### config.mk
export PLATFORM = sky130hd
export DESIGN_NAME = servo_gain_autotune_fsm_flat
export DESIGN_NICKNAME = d
export VERILOG_FILES = /design/src/hdl/sgat_pkg.sv /design/src/hdl/sgat_in_if.sv /design/src/hdl/sgat_out_if.sv /design/src/hdl/sgat_cfg_if.sv /design/src/hdl/servo_gain_autotune_fsm.sv /design/src/flat_wrapper.sv
export VERILOG_INCLUDE_DIRS = /design/src /design/src/hdl
export SDC_FILE = /design/constraint.sdc
export NUM_CORES = 1
export LEC_CHECK = 0
export ABC_AREA = 1
export BUFFER_PORTS_ARGS = -buffer_cell sky130_fd_sc_hd__buf_4
export CAP_MARGIN = 20
export CELL_PAD_IN_SITES_DETAIL_PLACEMENT = 0
export CELL_PAD_IN_SITES_GLOBAL_PLACEMENT = 2
export CORE_UTILIZATION = 38
export CTS_CLUSTER_DIAMETER = 40
export CTS_CLUSTER_SIZE = 14
export DETAILED_ROUTE_END_ITERATION = 12
export GPL_ROUTABILITY_DRIVEN = 0
export PLACE_DENSITY_LB_ADDON = 0.1
export REMOVE_ABC_BUFFERS = 1
export SLEW_MARGIN = 20
export SYNTH_ARGS = -nofsm -noshare
export SYNTH_HDL_FRONTEND = slang
export SYNTH_SLANG_ARGS = --single-unit
### constraint.sdc
create_clock -name clk -period 11.9 [get_ports clk]
set_input_delay 1.785 -clock clk [delete_from_list [all_inputs] [get_ports clk]]
set_output_delay 1.785 -clock clk [all_outputs]
set_load 0.01 [all_outputs]
### src/hdl/servo_gain_autotune_fsm_defines.svh
// ----------------------------------------------------------------------------
// Assertion macros for the servo gain auto-tuner
// Concurrent checks in simulation; empty bodies for synthesis.
// ----------------------------------------------------------------------------
`ifndef SERVO_GAIN_AUTOTUNE_FSM_DEFINES_SVH
`define SERVO_GAIN_AUTOTUNE_FSM_DEFINES_SVH

`ifndef SYNTHESIS

// same-cycle implication under synchronous reset
`define SGAT_ASSERT_NOW(label, clk, rst_n, ante, cons) \
  label: assert property (@(posedge clk) disable iff (!rst_n) (ante) |-> (cons)) \
    else $error("sgat assertion failed");

// next-cycle implication under synchronous reset
`define SGAT_ASSERT_NEXT(label, clk, rst_n, ante, cons) \
  label: assert property (@(posedge clk) disable iff (!rst_n) (ante) |=> (cons)) \
    else $error("sgat assertion failed");

`else

`define SGAT_ASSERT_NOW(label, clk, rst_n, ante, cons)
`define SGAT_ASSERT_NEXT(label, clk, rst_n, ante, cons)

`endif

`endif

### src/hdl/sgat_pkg.sv
// ----------------------------------------------------------------------------
// sgat_pkg
// Types, constants and helpers shared by the servo gain auto-tuner.
// ----------------------------------------------------------------------------
`default_nettype none

package sgat_pkg;

  localparam int GAIN_W  = 16;
  localparam int TIMER_W = 16;
  localparam int POS_W   = 32;
  localparam int ERR_W   = 31;
  localparam int CFG_IDX_W  = 3;
  localparam int CFG_DATA_W = 32;

  localparam logic [GAIN_W-1:0]  GAIN_MAX  = '1;
  localparam logic [TIMER_W-1:0] TIMER_MAX = '1;
  localparam logic [ERR_W-1:0]   ERR_MAX   = '1;

  localparam logic [GAIN_W-1:0] KP_STEP     = GAIN_W'(20);
  localparam logic [GAIN_W-1:0] KD_STEP_OSC = GAIN_W'(20);
  localparam logic [GAIN_W-1:0] KD_STEP_UP  = GAIN_W'(10);
  localparam logic [GAIN_W-1:0] KP_BACKOFF  = GAIN_W'(20);

  // register values after reset
  localparam logic [POS_W-1:0]   RST_STEP_AMP = POS_W'(1000);
  localparam logic [TIMER_W-1:0] RST_WAIT     = TIMER_W'(1000);
  localparam logic [GAIN_W-1:0]  RST_MAX_KP   = GAIN_W'(500);
  localparam logic [GAIN_W-1:0]  RST_MAX_KD   = GAIN_W'(400);
  localparam logic [ERR_W-1:0]   RST_OSC_THR  = ERR_W'(50);
  localparam logic [GAIN_W-1:0]  RST_BASE_KP  = GAIN_W'(50);
  localparam logic [GAIN_W-1:0]  RST_BASE_KD  = GAIN_W'(80);

  typedef enum logic [CFG_IDX_W-1:0] {
    CFG_STEP_AMP = 3'd0,
    CFG_WAIT     = 3'd1,
    CFG_MAX_KP   = 3'd2,
    CFG_MAX_KD   = 3'd3,
    CFG_OSC_THR  = 3'd4,
    CFG_BASE_KP  = 3'd5,
    CFG_BASE_KD  = 3'd6
  } cfg_idx_t;

  typedef enum logic [8:0] {
    PH_IDLE     = 9'b0_0000_0001,
    PH_INIT     = 9'b0_0000_0010,
    PH_MOVE_POS = 9'b0_0000_0100,
    PH_WAIT_POS = 9'b0_0000_1000,
    PH_MOVE_NEG = 9'b0_0001_0000,
    PH_WAIT_NEG = 9'b0_0010_0000,
    PH_EVAL     = 9'b0_0100_0000,
    PH_COMPLETE = 9'b0_1000_0000,
    PH_FAILED   = 9'b1_0000_0000
  } phase_t;

  typedef enum logic [1:0] {
    ST_IDLE     = 2'd0,
    ST_RUNNING  = 2'd1,
    ST_COMPLETE = 2'd2,
    ST_FAILED   = 2'd3
  } status_t;

  typedef struct packed {
    status_t                  status;
    logic                     mode_request;
    logic                     goal_valid;
    logic signed [POS_W-1:0]  goal_position;
    logic                     gains_valid;
    logic                     baseline_applied;
    logic [GAIN_W-1:0]        kp;
    logic [GAIN_W-1:0]        kd;
    logic [ERR_W-1:0]         peak_error;
  } result_t;

  // magnitude of a two's complement word, clipped to the 31-bit range
  function automatic logic [ERR_W-1:0] abs_sat(input logic [POS_W-1:0] v);
    logic [POS_W-1:0] neg;
    neg = -v;
    if (!v[POS_W-1]) begin
      return v[ERR_W-1:0];
    end else if (neg[POS_W-1]) begin
      return ERR_MAX;
    end else begin
      return neg[ERR_W-1:0];
    end
  endfunction

  function automatic logic [GAIN_W-1:0] gain_add(input logic [GAIN_W-1:0] g,
                                                 input logic [GAIN_W-1:0] d);
    logic [GAIN_W:0] sum;
    sum = {1'b0, g} + {1'b0, d};
    return sum[GAIN_W] ? GAIN_MAX : sum[GAIN_W-1:0];
  endfunction

endpackage

`default_nettype wire

### src/hdl/sgat_in_if.sv
// ----------------------------------------------------------------------------
// sgat_in_if
// Request channel into the auto-tuner: start command or control tick.
// ----------------------------------------------------------------------------
`default_nettype none

interface sgat_in_if;
  import sgat_pkg::*;

  logic                    valid;
  logic                    ready;
  logic                    func;
  logic                    fault;
  logic signed [POS_W-1:0] real_position;
  logic signed [POS_W-1:0] pos_error;
  logic signed [POS_W-1:0] vel_error;

  modport source (
    output valid, func, fault, real_position, pos_error, vel_error,
    input  ready
  );

  modport sink (
    input  valid, func, fault, real_position, pos_error, vel_error,
    output ready
  );
endinterface

`default_nettype wire

### src/hdl/sgat_out_if.sv
// ----------------------------------------------------------------------------
// sgat_out_if
// Result channel out of the auto-tuner: status, target and gains.
// ----------------------------------------------------------------------------
`default_nettype none

interface sgat_out_if;
  import sgat_pkg::*;

  logic                    valid;
  logic                    ready;
  logic [1:0]              status;
  logic                    mode_request;
  logic                    goal_valid;
  logic signed [POS_W-1:0] goal_position;
  logic                    gains_valid;
  logic                    baseline_applied;
  logic [GAIN_W-1:0]       kp_out;
  logic [GAIN_W-1:0]       kd_out;
  logic [ERR_W-1:0]        peak_error;

  modport source (
    output valid, status, mode_request, goal_valid, goal_position, gains_valid,
           baseline_applied, kp_out, kd_out, peak_error,
    input  ready
  );

  modport sink (
    input  valid, status, mode_request, goal_valid, goal_position, gains_valid,
           baseline_applied, kp_out, kd_out, peak_error,
    output ready
  );
endinterface

`default_nettype wire

### src/hdl/sgat_cfg_if.sv
// ----------------------------------------------------------------------------
// sgat_cfg_if
// Register write channel of the auto-tuner.
// ----------------------------------------------------------------------------
`default_nettype none

interface sgat_cfg_if;
  import sgat_pkg::*;

  logic                  valid;
  logic                  ready;
  logic [CFG_IDX_W-1:0]  index;
  logic [CFG_DATA_W-1:0] data;

  modport source (
    output valid, index, data,
    input  ready
  );

  modport sink (
    input  valid, index, data,
    output ready
  );
endinterface

`default_nettype wire

### src/hdl/servo_gain_autotune_fsm.sv
// ----------------------------------------------------------------------------
// servo_gain_autotune_fsm
// Step-response KP/KD auto-tuner for a position servo.
// ----------------------------------------------------------------------------
// Usage:
//   in_if  : one request per control tick (func 0) or a start command (func 1),
//            with fault flag, measured position and position/velocity errors.
//   out_if : exactly one result per request: status, mode request, new target
//            position with its valid flag, gains with their valid flag and the
//            peak position error of the last positive wait.
//   cfg_if : register writes, always ready; write only while no request is
//            in flight. Indexes beyond the register list are dropped.
// Pipeline: a request is registered in the input register and its result in
//   the result register. Throughput: one request per cycle unless the output
//   stalls; the tuning state is updated as the request leaves the input
//   register, so the next request sees it in the following cycle.
// Reset (rst_n low, synchronous): phase idle, gains, timer, origin and peak
//   cleared, registers to their default values, both stages emptied.
// Stall: while out_if.ready is low the result holds; one more request is
//   taken into the input register, then in_if.ready drops.
// ----------------------------------------------------------------------------
`default_nettype none
`include "servo_gain_autotune_fsm_defines.svh"

module servo_gain_autotune_fsm (
  input  wire logic clk,
  input  wire logic rst_n,
  sgat_in_if.sink   in_if,
  sgat_out_if.source out_if,
  sgat_cfg_if.sink  cfg_if
);
  import sgat_pkg::*;

  // configuration registers
  logic [POS_W-1:0]   step_amp_r;
  logic [TIMER_W-1:0] wait_cycles_r;
  logic [GAIN_W-1:0]  max_kp_r;
  logic [GAIN_W-1:0]  max_kd_r;
  logic [ERR_W-1:0]   osc_thr_r;
  logic [GAIN_W-1:0]  base_kp_r;
  logic [GAIN_W-1:0]  base_kd_r;

  // input register
  logic             s1_vld_r;
  logic             s1_func_r;
  logic             s1_fault_r;
  logic [POS_W-1:0] s1_pos_r;
  logic [POS_W-1:0] s1_perr_r;
  logic [POS_W-1:0] s1_verr_r;

  // tuning state
  phase_t             phase_r, phase_nxt, phase_cur;
  logic [TIMER_W-1:0] timer_r, timer_nxt;
  logic [POS_W-1:0]   origin_r, origin_nxt;
  logic [ERR_W-1:0]   max_err_r, max_err_nxt;
  logic               osc_r, osc_nxt;
  logic [GAIN_W-1:0]  kp_r, kp_nxt;
  logic [GAIN_W-1:0]  kd_r, kd_nxt;

  // result register
  logic    out_vld_r;
  result_t res_r, res_nxt;

  logic               s1_adv;
  logic               in_acc;
  logic [ERR_W-1:0]   abs_perr;
  logic [ERR_W-1:0]   abs_verr;
  logic [TIMER_W-1:0] timer_inc;
  logic               timer_done;
  logic               late_wait;

  assign s1_adv      = s1_vld_r && (!out_vld_r || out_if.ready);
  assign in_if.ready = !s1_vld_r || s1_adv;
  assign in_acc      = in_if.valid && in_if.ready;
  assign cfg_if.ready = 1'b1;

  assign abs_perr   = abs_sat(s1_perr_r);
  assign abs_verr   = abs_sat(s1_verr_r);
  assign timer_inc  = (timer_r != TIMER_MAX) ? timer_r + TIMER_W'(1) : timer_r;
  assign timer_done = (timer_inc >= wait_cycles_r) || (timer_inc == TIMER_MAX);
  assign late_wait  = timer_inc > {1'b0, wait_cycles_r[TIMER_W-1:1]};
  // a fault on a tick overrides whatever phase we are in
  assign phase_cur  = s1_fault_r ? PH_FAILED : phase_r;

  always_comb begin
    phase_nxt   = phase_r;
    timer_nxt   = timer_r;
    origin_nxt  = origin_r;
    max_err_nxt = max_err_r;
    osc_nxt     = osc_r;
    kp_nxt      = kp_r;
    kd_nxt      = kd_r;
    res_nxt.mode_request     = 1'b0;
    res_nxt.goal_valid       = 1'b0;
    res_nxt.goal_position    = '0;
    res_nxt.gains_valid      = 1'b0;
    res_nxt.baseline_applied = 1'b0;

    if (s1_func_r) begin
      phase_nxt = PH_INIT;
      timer_nxt = '0;
      osc_nxt   = 1'b0;
      res_nxt.mode_request = 1'b1;
    end else begin
      phase_nxt = phase_cur;
      unique case (phase_cur)
        PH_INIT: begin
          kp_nxt     = base_kp_r;
          kd_nxt     = base_kd_r;
          origin_nxt = s1_pos_r;
          timer_nxt  = '0;
          phase_nxt  = PH_MOVE_POS;
          res_nxt.gains_valid      = 1'b1;
          res_nxt.baseline_applied = 1'b1;
          res_nxt.goal_valid       = 1'b1;
          res_nxt.goal_position    = s1_pos_r;
        end
        PH_MOVE_POS: begin
          max_err_nxt = '0;
          timer_nxt   = '0;
          phase_nxt   = PH_WAIT_POS;
          res_nxt.goal_valid    = 1'b1;
          res_nxt.goal_position = origin_r + step_amp_r;
        end
        PH_WAIT_POS: begin
          timer_nxt = timer_inc;
          if (abs_perr > max_err_r) begin
            max_err_nxt = abs_perr;
          end
          if (late_wait && (abs_perr > osc_thr_r) && (abs_verr > osc_thr_r)) begin
            osc_nxt = 1'b1;
          end
          if (timer_done) begin
            phase_nxt = PH_MOVE_NEG;
          end
        end
        PH_MOVE_NEG: begin
          timer_nxt = '0;
          phase_nxt = PH_WAIT_NEG;
          res_nxt.goal_valid    = 1'b1;
          res_nxt.goal_position = origin_r;
        end
        PH_WAIT_NEG: begin
          timer_nxt = timer_inc;
          if (timer_done) begin
            phase_nxt = PH_EVAL;
          end
        end
        PH_EVAL: begin
          if (osc_r) begin
            res_nxt.gains_valid = 1'b1;
            if (kd_r < max_kd_r) begin
              kd_nxt    = gain_add(kd_r, KD_STEP_OSC);
              osc_nxt   = 1'b0;
              phase_nxt = PH_MOVE_POS;
            end else begin
              // derivative at its limit: back off KP and finish
              if (kp_r > KP_BACKOFF) begin
                kp_nxt = kp_r - KP_BACKOFF;
              end
              phase_nxt = PH_COMPLETE;
            end
          end else if (kp_r < max_kp_r) begin
            res_nxt.gains_valid = 1'b1;
            kp_nxt = gain_add(kp_r, KP_STEP);
            if (kd_r < max_kd_r) begin
              kd_nxt = gain_add(kd_r, KD_STEP_UP);
            end
            phase_nxt = PH_MOVE_POS;
          end else begin
            phase_nxt = PH_COMPLETE;
          end
        end
        PH_IDLE, PH_COMPLETE, PH_FAILED: begin
        end
        default: begin
        end
      endcase
    end

    if (phase_nxt == PH_IDLE) begin
      res_nxt.status = ST_IDLE;
    end else if (phase_nxt == PH_COMPLETE) begin
      res_nxt.status = ST_COMPLETE;
    end else if (phase_nxt == PH_FAILED) begin
      res_nxt.status = ST_FAILED;
    end else begin
      res_nxt.status = ST_RUNNING;
    end
    res_nxt.kp         = kp_nxt;
    res_nxt.kd         = kd_nxt;
    res_nxt.peak_error = max_err_nxt;
  end

  // control state, tuning state and configuration
  always_ff @(posedge clk) begin
    if (!rst_n) begin
      s1_vld_r      <= 1'b0;
      out_vld_r     <= 1'b0;
      phase_r       <= PH_IDLE;
      timer_r       <= '0;
      origin_r      <= '0;
      max_err_r     <= '0;
      osc_r         <= 1'b0;
      kp_r          <= '0;
      kd_r          <= '0;
      step_amp_r    <= RST_STEP_AMP;
      wait_cycles_r <= RST_WAIT;
      max_kp_r      <= RST_MAX_KP;
      max_kd_r      <= RST_MAX_KD;
      osc_thr_r     <= RST_OSC_THR;
      base_kp_r     <= RST_BASE_KP;
      base_kd_r     <= RST_BASE_KD;
    end else begin
      s1_vld_r  <= in_acc || (s1_vld_r && !s1_adv);
      out_vld_r <= s1_adv || (out_vld_r && !out_if.ready);
      if (s1_adv) begin
        phase_r   <= phase_nxt;
        timer_r   <= timer_nxt;
        origin_r  <= origin_nxt;
        max_err_r <= max_err_nxt;
        osc_r     <= osc_nxt;
        kp_r      <= kp_nxt;
        kd_r      <= kd_nxt;
      end
      if (cfg_if.valid) begin
        unique case (cfg_if.index)
          CFG_STEP_AMP: step_amp_r    <= cfg_if.data;
          CFG_WAIT:     wait_cycles_r <= cfg_if.data[TIMER_W-1:0];
          CFG_MAX_KP:   max_kp_r      <= cfg_if.data[GAIN_W-1:0];
          CFG_MAX_KD:   max_kd_r      <= cfg_if.data[GAIN_W-1:0];
          CFG_OSC_THR:  osc_thr_r     <= cfg_if.data[ERR_W-1:0];
          CFG_BASE_KP:  base_kp_r     <= cfg_if.data[GAIN_W-1:0];
          CFG_BASE_KD:  base_kd_r     <= cfg_if.data[GAIN_W-1:0];
          default: begin
          end
        endcase
      end
    end
  end

  // payload registers
  always_ff @(posedge clk) begin
    if (in_acc) begin
      s1_func_r  <= in_if.func;
      s1_fault_r <= in_if.fault;
      s1_pos_r   <= in_if.real_position;
      s1_perr_r  <= in_if.pos_error;
      s1_verr_r  <= in_if.vel_error;
    end
    if (s1_adv) begin
      res_r <= res_nxt;
    end
  end

  assign out_if.valid            = out_vld_r;
  assign out_if.status           = res_r.status;
  assign out_if.mode_request     = res_r.mode_request;
  assign out_if.goal_valid       = res_r.goal_valid;
  assign out_if.goal_position    = res_r.goal_position;
  assign out_if.gains_valid      = res_r.gains_valid;
  assign out_if.baseline_applied = res_r.baseline_applied;
  assign out_if.kp_out           = res_r.kp;
  assign out_if.kd_out           = res_r.kd;
  assign out_if.peak_error       = res_r.peak_error;

  `SGAT_ASSERT_NEXT(a_start_enters_init, clk, rst_n, s1_adv && s1_func_r, phase_r == PH_INIT)
  `SGAT_ASSERT_NEXT(a_stall_holds_state, clk, rst_n, out_vld_r && !out_if.ready, $stable(kp_r) && $stable(phase_r))
  `SGAT_ASSERT_NOW(a_gains_not_idle, clk, rst_n, out_vld_r && res_r.gains_valid, res_r.status != ST_IDLE)
  `SGAT_ASSERT_NOW(a_baseline_writes_all, clk, rst_n, out_vld_r && res_r.baseline_applied, res_r.gains_valid && res_r.goal_valid)

endmodule

`default_nettype wire
### src/flat_wrapper.sv
// flat-port wrapper written by rule: the top's interface ports become plain ports
module servo_gain_autotune_fsm_flat import sgat_pkg::*;
  (clk, rst_n, in_if_valid, in_if_func, in_if_fault, in_if_real_position, in_if_pos_error, in_if_vel_error, in_if_ready, out_if_valid, out_if_status, out_if_mode_request, out_if_goal_valid, out_if_goal_position, out_if_gains_valid, out_if_baseline_applied, out_if_kp_out, out_if_kd_out, out_if_peak_error, out_if_ready, cfg_if_valid, cfg_if_index, cfg_if_data, cfg_if_ready);
  sgat_in_if in_if_i ();
  sgat_out_if out_if_i ();
  sgat_cfg_if cfg_if_i ();
  input  wire logic clk;
  input  wire logic rst_n;
  input wire logic [$bits(in_if_i.valid)-1:0] in_if_valid;
  input wire logic [$bits(in_if_i.func)-1:0] in_if_func;
  input wire logic [$bits(in_if_i.fault)-1:0] in_if_fault;
  input wire logic [$bits(in_if_i.real_position)-1:0] in_if_real_position;
  input wire logic [$bits(in_if_i.pos_error)-1:0] in_if_pos_error;
  input wire logic [$bits(in_if_i.vel_error)-1:0] in_if_vel_error;
  output wire logic [$bits(in_if_i.ready)-1:0] in_if_ready;
  output wire logic [$bits(out_if_i.valid)-1:0] out_if_valid;
  output wire logic [$bits(out_if_i.status)-1:0] out_if_status;
  output wire logic [$bits(out_if_i.mode_request)-1:0] out_if_mode_request;
  output wire logic [$bits(out_if_i.goal_valid)-1:0] out_if_goal_valid;
  output wire logic [$bits(out_if_i.goal_position)-1:0] out_if_goal_position;
  output wire logic [$bits(out_if_i.gains_valid)-1:0] out_if_gains_valid;
  output wire logic [$bits(out_if_i.baseline_applied)-1:0] out_if_baseline_applied;
  output wire logic [$bits(out_if_i.kp_out)-1:0] out_if_kp_out;
  output wire logic [$bits(out_if_i.kd_out)-1:0] out_if_kd_out;
  output wire logic [$bits(out_if_i.peak_error)-1:0] out_if_peak_error;
  input wire logic [$bits(out_if_i.ready)-1:0] out_if_ready;
  input wire logic [$bits(cfg_if_i.valid)-1:0] cfg_if_valid;
  input wire logic [$bits(cfg_if_i.index)-1:0] cfg_if_index;
  input wire logic [$bits(cfg_if_i.data)-1:0] cfg_if_data;
  output wire logic [$bits(cfg_if_i.ready)-1:0] cfg_if_ready;
  assign in_if_i.valid = in_if_valid;
  assign in_if_i.func = in_if_func;
  assign in_if_i.fault = in_if_fault;
  assign in_if_i.real_position = in_if_real_position;
  assign in_if_i.pos_error = in_if_pos_error;
  assign in_if_i.vel_error = in_if_vel_error;
  assign in_if_ready = in_if_i.ready;
  assign out_if_valid = out_if_i.valid;
  assign out_if_status = out_if_i.status;
  assign out_if_mode_request = out_if_i.mode_request;
  assign out_if_goal_valid = out_if_i.goal_valid;
  assign out_if_goal_position = out_if_i.goal_position;
  assign out_if_gains_valid = out_if_i.gains_valid;
  assign out_if_baseline_applied = out_if_i.baseline_applied;
  assign out_if_kp_out = out_if_i.kp_out;
  assign out_if_kd_out = out_if_i.kd_out;
  assign out_if_peak_error = out_if_i.peak_error;
  assign out_if_i.ready = out_if_ready;
  assign cfg_if_i.valid = cfg_if_valid;
  assign cfg_if_i.index = cfg_if_index;
  assign cfg_if_i.data = cfg_if_data;
  assign cfg_if_ready = cfg_if_i.ready;
  servo_gain_autotune_fsm u_core (.clk(clk), .rst_n(rst_n), .in_if(in_if_i), .out_if(out_if_i), .cfg_if(cfg_if_i));
endmodule
# Word level (Yosys, flattened, before mapping)

Index checks and enable logic that the tools add are counted.

Register bits: 465
Input port bits: 138
Output and inout bits: 104
Word-level logic and storage cells: 143

Add/sub/neg operators: 8
Order comparisons: 8
Equality and inequality tests: 18
Muxes and demuxes: 46
Bitwise logic cells: 1
Reductions and logical operators: 31

Operators with widths:

| operator                                             | count |
|---|---|
| two-way mux 16 bit                                   | 15 |
| two-way mux 31 bit                                   | 6 |
| case mux 33 bit (3 select lines)                     | 1 |
| case mux 16 bit (2 select lines)                     | 3 |
| > comparator 31 bit                                  | 3 |
| negation 32 bit                                      | 2 |
| case mux 31 bit (2 select lines)                     | 1 |
| case mux 9 bit (6 select lines)                      | 1 |
| two-way mux 9 bit                                    | 4 |
| adder 16 x 5 -> 17 bit (second input constant)       | 2 |
| adder 32 bit                                         | 1 |
| less-than comparator 16 bit                          | 2 |
| two-way mux 8 bit                                    | 3 |
| adder 16 x 4 -> 17 bit (second input constant)       | 1 |
| adder 16 x 1 -> 16 bit (second input constant)       | 1 |
| equality test 16 bit (second input constant)         | 1 |
| >= comparator 16 bit                                 | 1 |
| > comparator 16 x 15 -> 1 bit                        | 1 |
| > comparator 16 x 5 -> 1 bit (second input constant) | 1 |
| != test 16 bit (second input constant)               | 1 |
| AND reduction 2 bit                                  | 8 |
| subtractor 16 x 5 -> 16 bit (second input constant)  | 1 |
| equality test 3 bit (second input constant)          | 3 |
| equality test 9 x 1 -> 1 bit (second input constant) | 1 |
| other kinds (23)                                     | 48 |

# Longest topological paths before layout

Depth in word-level cells: 10
Gate-level depth with buffers: 31
Mapped depth without buffers: 30

# Worst setup path after synthesis

Ideal clock, no wire load.

Path type: input to register
Start: in out_if_ready
End: reg u_core.res_r (netlist bit u_core.out_if.baseline_applied), enable pin
Arrival time: 5376 ps
Data required time: 11396 ps
Slack: 6020 ps
Stages: 6
Cell sequence: inv_1 > nand2_1 > nand2_1 > inv_1 > clkbuf_1 > clkbuf_1

Word-level cells in the longest chain between the ends: 2

Ends and longest elaborated chain:

| element              | RTL line                       | source |
|---|---|---|
| from (decl)          | flat_wrapper.sv:26             | `input wire logic [$bits(out_if_i.ready)-1:0] out_if_ready;` |
| logical OR 1 bit     | servo_gain_autotune_fsm.sv:72  | `assign s1_adv = s1_vld_r && (!out_vld_r \|\| out_if.ready);` |
| logical AND 1 bit    | servo_gain_autotune_fsm.sv:72  |  |
| via u_core.s1_adv    | servo_gain_autotune_fsm.sv:64  | `logic s1_adv;` |
| to (signal assigned) | servo_gain_autotune_fsm.sv:252 | `res_r <= res_nxt;` |
| to (decl)            | servo_gain_autotune_fsm.sv:62  | `result_t res_r, res_nxt;` |

The timed path passes the listed nets, and every way through them passes these cells.
A chain may end at the register's enable or synchronous reset.

# Worst setup path after layout

Start: reg u_core.s1_perr_r[0]
End: reg u_core.res_r (netlist bit u_core.out_if.peak_error[0]) (data pin)

Word-level cells in the longest chain between the ends: 7

Ends and longest elaborated chain:

| element                              | RTL line                       | source |
|---|---|---|
| from (decl)                          | servo_gain_autotune_fsm.sv:48  | `logic [POS_W-1:0] s1_perr_r;` |
| from (signal assigned)               | servo_gain_autotune_fsm.sv:248 | `s1_perr_r <= in_if.pos_error;` |
| negation 32 bit                      | sgat_pkg.sv:78                 | `neg = -v;` |
| two-way mux 31 bit                   | sgat_pkg.sv:81                 | `end else if (neg[POS_W-1]) begin` |
| two-way mux 31 bit (*)               | sgat_pkg.sv:79                 | `if (!v[POS_W-1]) begin` |
| > comparator 31 bit                  | servo_gain_autotune_fsm.sv:127 | `if (abs_perr > max_err_r) begin` |
| two-way mux 31 bit (*)               | servo_gain_autotune_fsm.sv:127 |  |
| case mux 31 bit (2 select lines) (*) | servo_gain_autotune_fsm.sv:106 | `unique case (phase_cur)` |
| two-way mux 31 bit (*)               | servo_gain_autotune_fsm.sv:99  | `if (s1_func_r) begin` |
| via u_core.max_err_nxt[0]            | servo_gain_autotune_fsm.sv:55  | `logic [ERR_W-1:0] max_err_r, max_err_nxt;` |

Mark *: on every way through the listed nets, which the timed path passes. The rest lies on a longest branch.

==> flow_summary.rst <==
.. list-table::
   :header-rows: 1

   * - Metric
     - Value
   * - Vias
     - 25500
   * - Share of the synthesized area in the top cell type
     - 21.5%
   * - Crit share post-route
     - about two fifths
   * - Row cnt
     - approximately 100
   * - Category of the critical setup timing path
     - reg2reg
   * - Largest area contributor in the netlist
     - sky130_fd_sc_hd__edfxtp_1
   * - Iter 0 DRT Violations
     - around 1900
   * - Met1 track demand over resource
     - roughly 32%
   * - Number of hold-slack violations in the final timing report
     - 0
   * - EDFF count, synth
     - a little under 200
   * - Count of final setup violators
     - 0
   * - Final setup TNS
     - 0 ns
   * - FF-to-FF path depth
     - 22
   * - Buf/Inv on CP
     - 6
   * - Fraction of registers with async set or reset after synthesis
     - 0%
   * - Worst-skew pair later-pin latency
     - 0.63 ns
   * - Synthesis-to-finish area growth
     - 21.1%
   * - Global-route usage over all layers
     - about a quarter
   * - Post-synthesis instance area
     - between 20000 and 30000 um2
   * - Total number of cells along the worst setup path
     - 22
   * - Die width
     - 272 um
   * - Number of maximum-capacitance violations
     - 0
   * - Worst-Margin Slew
     - approximately 1.1 ns
   * - Average wire per standard cell
     - roughly 19 um
   * - Setup repair after global routing missed its margin
     - no
   * - DP HPWL
     - ~66000 um
   * - Starting Density
     - about two fifths
   * - Total I/O pin count
     - 242
   * - Synth warnings
     - 0
   * - Maximum net fanout on the critical path
     - 16
   * - Cts bufs inserted
     - 90
   * - Sinks on Clock Net
     - about 470
   * - Highest-delay cell along the critical path
     - sky130_fd_sc_hd__nor3_1
   * - Pins over their slew limit
     - 0
   * - Worst Setup EP
     - u_core.out_if.peak_error[0]
   * - Cell seen most often among critical-path stages
     - sky130_fd_sc_hd__inv_1
   * - Total power density per cell area
     - between 150 and 200 nW/um2
   * - Die height
     - around 270 um
   * - Met2 Use GR
     - 41.4%
   * - Largest net degree at the start of global routing
     - 84
   * - Gr busiest metal
     - met2
   * - Hold Path Class
     - reg2reg
   * - Clock buffer depth
     - 3
   * - Resize count post-CTS
     - 0
   * - Launch point of the critical path
     - u_core.s1_perr_r[0]
   * - Setup Skew
     - around 0.023 ns
   * - Count of distinct cell types in the synthesized netlist
     - 59
   * - Fraction of layout cells with a size suffix above 1
     - between 10% and 20%
   * - Die Footprint
     - 74100 um2
   * - Via count of the first global-routing pass
     - about 25000
   * - Sequential cell area fraction in the yosys report
     - 40.7%
   * - Clock-pin slew on the worst setup and hold paths
     - around 0.050 ns
   * - Register bit count reported by yosys
     - 465
   * - Ordered cell list for the critical path
     - inv_1 -> ha_1 -> nand2_1 -> nor2_1 -> nand2_1 -> nor3_1 -> xor2_1 -> nand3_1 -> o21ai_0 -> inv_1 -> ha_1 -> nand2_1 -> nor2_1 -> inv_1 -> nor4_1 -> and2_1 -> inv_1 -> nand2_1 -> inv_1 -> or2_2 -> nand2_1 -> inv_1
   * - Number of nets in the finished design
     - 4210
   * - Main synth FF type
     - sky130_fd_sc_hd__dfxtp_1
   * - Cell leakage power
     - between 15 and 20 nW
   * - Aggregate routed wire length
     - just over 90000 um
   * - Maximum clock frequency
     - roughly 220 MHz
   * - Total power consumption of the routed design
     - just over 5 mW
   * - Cts-stage hold buffer count
     - 0
   * - Post-CTS Repair Setup Buffers
     - 0
   * - Count of port buffers added during placement
     - 240
   * - Run status
     - finished, final reports clean
   * - Type of element capturing the critical path
     - flop
   * - Rel. slew slack
     - 29.0%
   * - Minimum clock period
     - roughly 4.6 ns
   * - Area of the core
     - between 70000 and 80000 um2
   * - Worst Setup Start Kind
     - flop
   * - Post-detailed-route count of antenna-violating nets
     - 0
   * - Global-route wire length before repair
     - between 100000 and 150000 um
   * - Delay-heaviest family, CP
     - simple AND/OR/NAND/NOR gates
   * - Antenna violations before repair
     - 2
   * - H-tree lvl count
     - 3
   * - Remaining routing DRC violations
     - 0
   * - Data required time at the worst endpoint
     - 12.27 ns
   * - Startpoint of the worst register-to-register path
     - u_core.s1_perr_r[0]
   * - Endpoint of the most critical register-to-register path
     - u_core.out_if.peak_error[0]
   * - GR Layer Usage met3
     - ~3.3%
   * - Dominant cells by area after synthesis
     - sky130_fd_sc_hd__edfxtp_1, sky130_fd_sc_hd__dfxtp_1, sky130_fd_sc_hd__nand2_1
   * - Delay of the slowest critical-path stage
     - 0.42 ns
   * - CTS root buf
     - sky130_fd_sc_hd__clkbuf_16
   * - Register-to-register setup slack
     - roughly 7.3 ns
   * - Average instance area after synthesis
     - approximately 7.6 um2
   * - Number of vias per cell
     - ~5.2
   * - Number of optimization iterations in the first detailed-route pass
     - 6
   * - Mapped Cells
     - 3662
   * - Min-Delay Startpoint
     - u_core.max_kp_r[9]
   * - Fill cell count
     - 7196
   * - Arrival @ worst endpoint
     - about 5 ns
   * - Worst vdd rail ir drop
     - slightly above 100 uV
   * - Clock tree from TritonCTS
     - done
   * - Gr ovfl total
     - 0
-- cells in the final DEF, fill, tap and decap left out, drive strengths merged, types with 4 or more instances in the layout --
master	n
nand2	673
inv	532
a21oi	370
nor2	353
o21ai	350
dfxtp	266
buf	264
nand3	242
edfxtp	199
ha	194
clkbuf	106
o211ai	57
nand4	52
nor3	48
xor2	40
clkinv	31
a22oi	30
or2	25
nor4	20
a31oi	12
bufinv	12
nand3b	11
o21bai	9
a221oi	8
clkinvlp	8
o31ai	6
o21a	5
a21o	5
xnor2	4
-- how the worst min path moves through the flow --
stage,to,slack (ns),cells past startpoint
2_1_floorplan,u_core.base_kd_r[8],0.43,2
3_3_place_gp,u_core.base_kd_r[6],0.44,2
3_5_place_dp,u_core.base_kd_r[6],0.45,2
4_1_cts,u_core.base_kd_r[6],0.46,2
5_1_grt,u_core.max_kd_r[3],0.48,2
6_report,u_core.max_kp_r[9],0.46,2
-- area by class of cell --
| cell class | count | area, um2 | area share (%) |
|---|---|---|---|
| antenna | 1 | 2.50 | 0.00745 |
| tap | 950 | 1190 | 3.54 |
| inverter | 520 | 1960 | 5.84 |
| clock inverter | 63 | 792 | 2.36 |
| timing repair buffer | 264 | 1990 | 5.92 |
| sequential | 465 | 11300 | 33.6 |
| multi-input combinational | 2536 | 13900 | 41.5 |
| clock buffer | 106 | 2440 | 7.25 |
-- tightest hold or removal path: cells and delay by family, from the launching register on --
| family | cells | cell delay [ns] |
|---|---|---|
| AO/OA/AOI/OAI | 1 | 0.05 |
| buffers and inverters | 1 | 0.06 |
| flip-flops | 1 | 0.29 |
-- per-stage QoR --
step / setup slack, ns / area, um2 / util, % / cells / hold WS (ns)
after global routing: 6.78 / 33600 / 46.8 / 4904 / 0.480
after floorplan: 3.26 / 27100 / - / 3521 / 0.429
after global placement: 6.90 / 30400 / 42.2 / 4734 / 0.440
final: 7.28 / 33600 / 46.8 / 4905 / 0.456
after detailed placement: 6.99 / 30400 / 42.2 / 4734 / 0.447
after CTS: 6.95 / 33600 / 46.7 / 4903 / 0.459
-- cell usage after synthesis (9+ instances only) --
library cell,n
sky130_fd_sc_hd__dfxtp_1,266
sky130_fd_sc_hd__ha_1,194
sky130_fd_sc_hd__o21bai_1,9
sky130_fd_sc_hd__nand3b_1,11
sky130_fd_sc_hd__o21ai_1,46
sky130_fd_sc_hd__nor4_1,19
sky130_fd_sc_hd__nand3_2,20
sky130_fd_sc_hd__nor3_1,44
sky130_fd_sc_hd__inv_1,493
sky130_fd_sc_hd__o21ai_0,302
sky130_fd_sc_hd__a22oi_1,30
sky130_fd_sc_hd__a31oi_1,12
sky130_fd_sc_hd__a21oi_1,370
sky130_fd_sc_hd__nor2_1,340
sky130_fd_sc_hd__xor2_1,40
sky130_fd_sc_hd__clkbuf_1,109
sky130_fd_sc_hd__o211ai_1,57
sky130_fd_sc_hd__buf_2,25
sky130_fd_sc_hd__edfxtp_1,199
sky130_fd_sc_hd__nand3_1,218
sky130_fd_sc_hd__nand2_1,667
sky130_fd_sc_hd__nand4_1,51
sky130_fd_sc_hd__inv_2,23
sky130_fd_sc_hd__or2_2,24
-- power by group --
part,total [mW],internal (mW),leakage (nW),switching [mW]
combinational,0.614,0.209,9.37,0.405
clock,2.67,1.75,1.56,0.927
sequential,1.80,1.75,4.10,0.0535
-- sequential cells by signal (all words and copies together) (netlist names), 31 cells and up --
signal                       flops
u_core.step_amp_r               32
u_core.osc_thr_r                31
u_core.s1_verr_r                32
u_core.out_if.goal_position     32
u_core.s1_perr_r                32
u_core.out_if.peak_error        31
u_core.max_err_r                31
u_core.s1_pos_r                 32
u_core.origin_r                 32
-- kinds of logic (layout without fill, tap and decap cells) --
| family | Yosys count | after routing | share of synthesized area (%) |
|---|---|---|---|
| AOI/OAI and AO/OA | 863 | 863 | 16.9 |
| adders and majority gates | 195 | 195 | 8.82 |
| buffers and inverters | 661 | 953 | 9.16 |
| xor gates and xnor gates | 44 | 44 | 1.39 |
| and+or+nand+nor | 1433 | 1433 | 23.0 |
| DFF | 465 | 465 | 40.7 |
| other | 1 | 2 | 0.0135 |
-- per-layer routing --
layer  wire [um]  up-vias
met2       43800      618
met5           0        -
met4        2530        0
met1       42100    12000
li1            -    12800
met3        4100      143
Power figures use the tool's default switching activity.
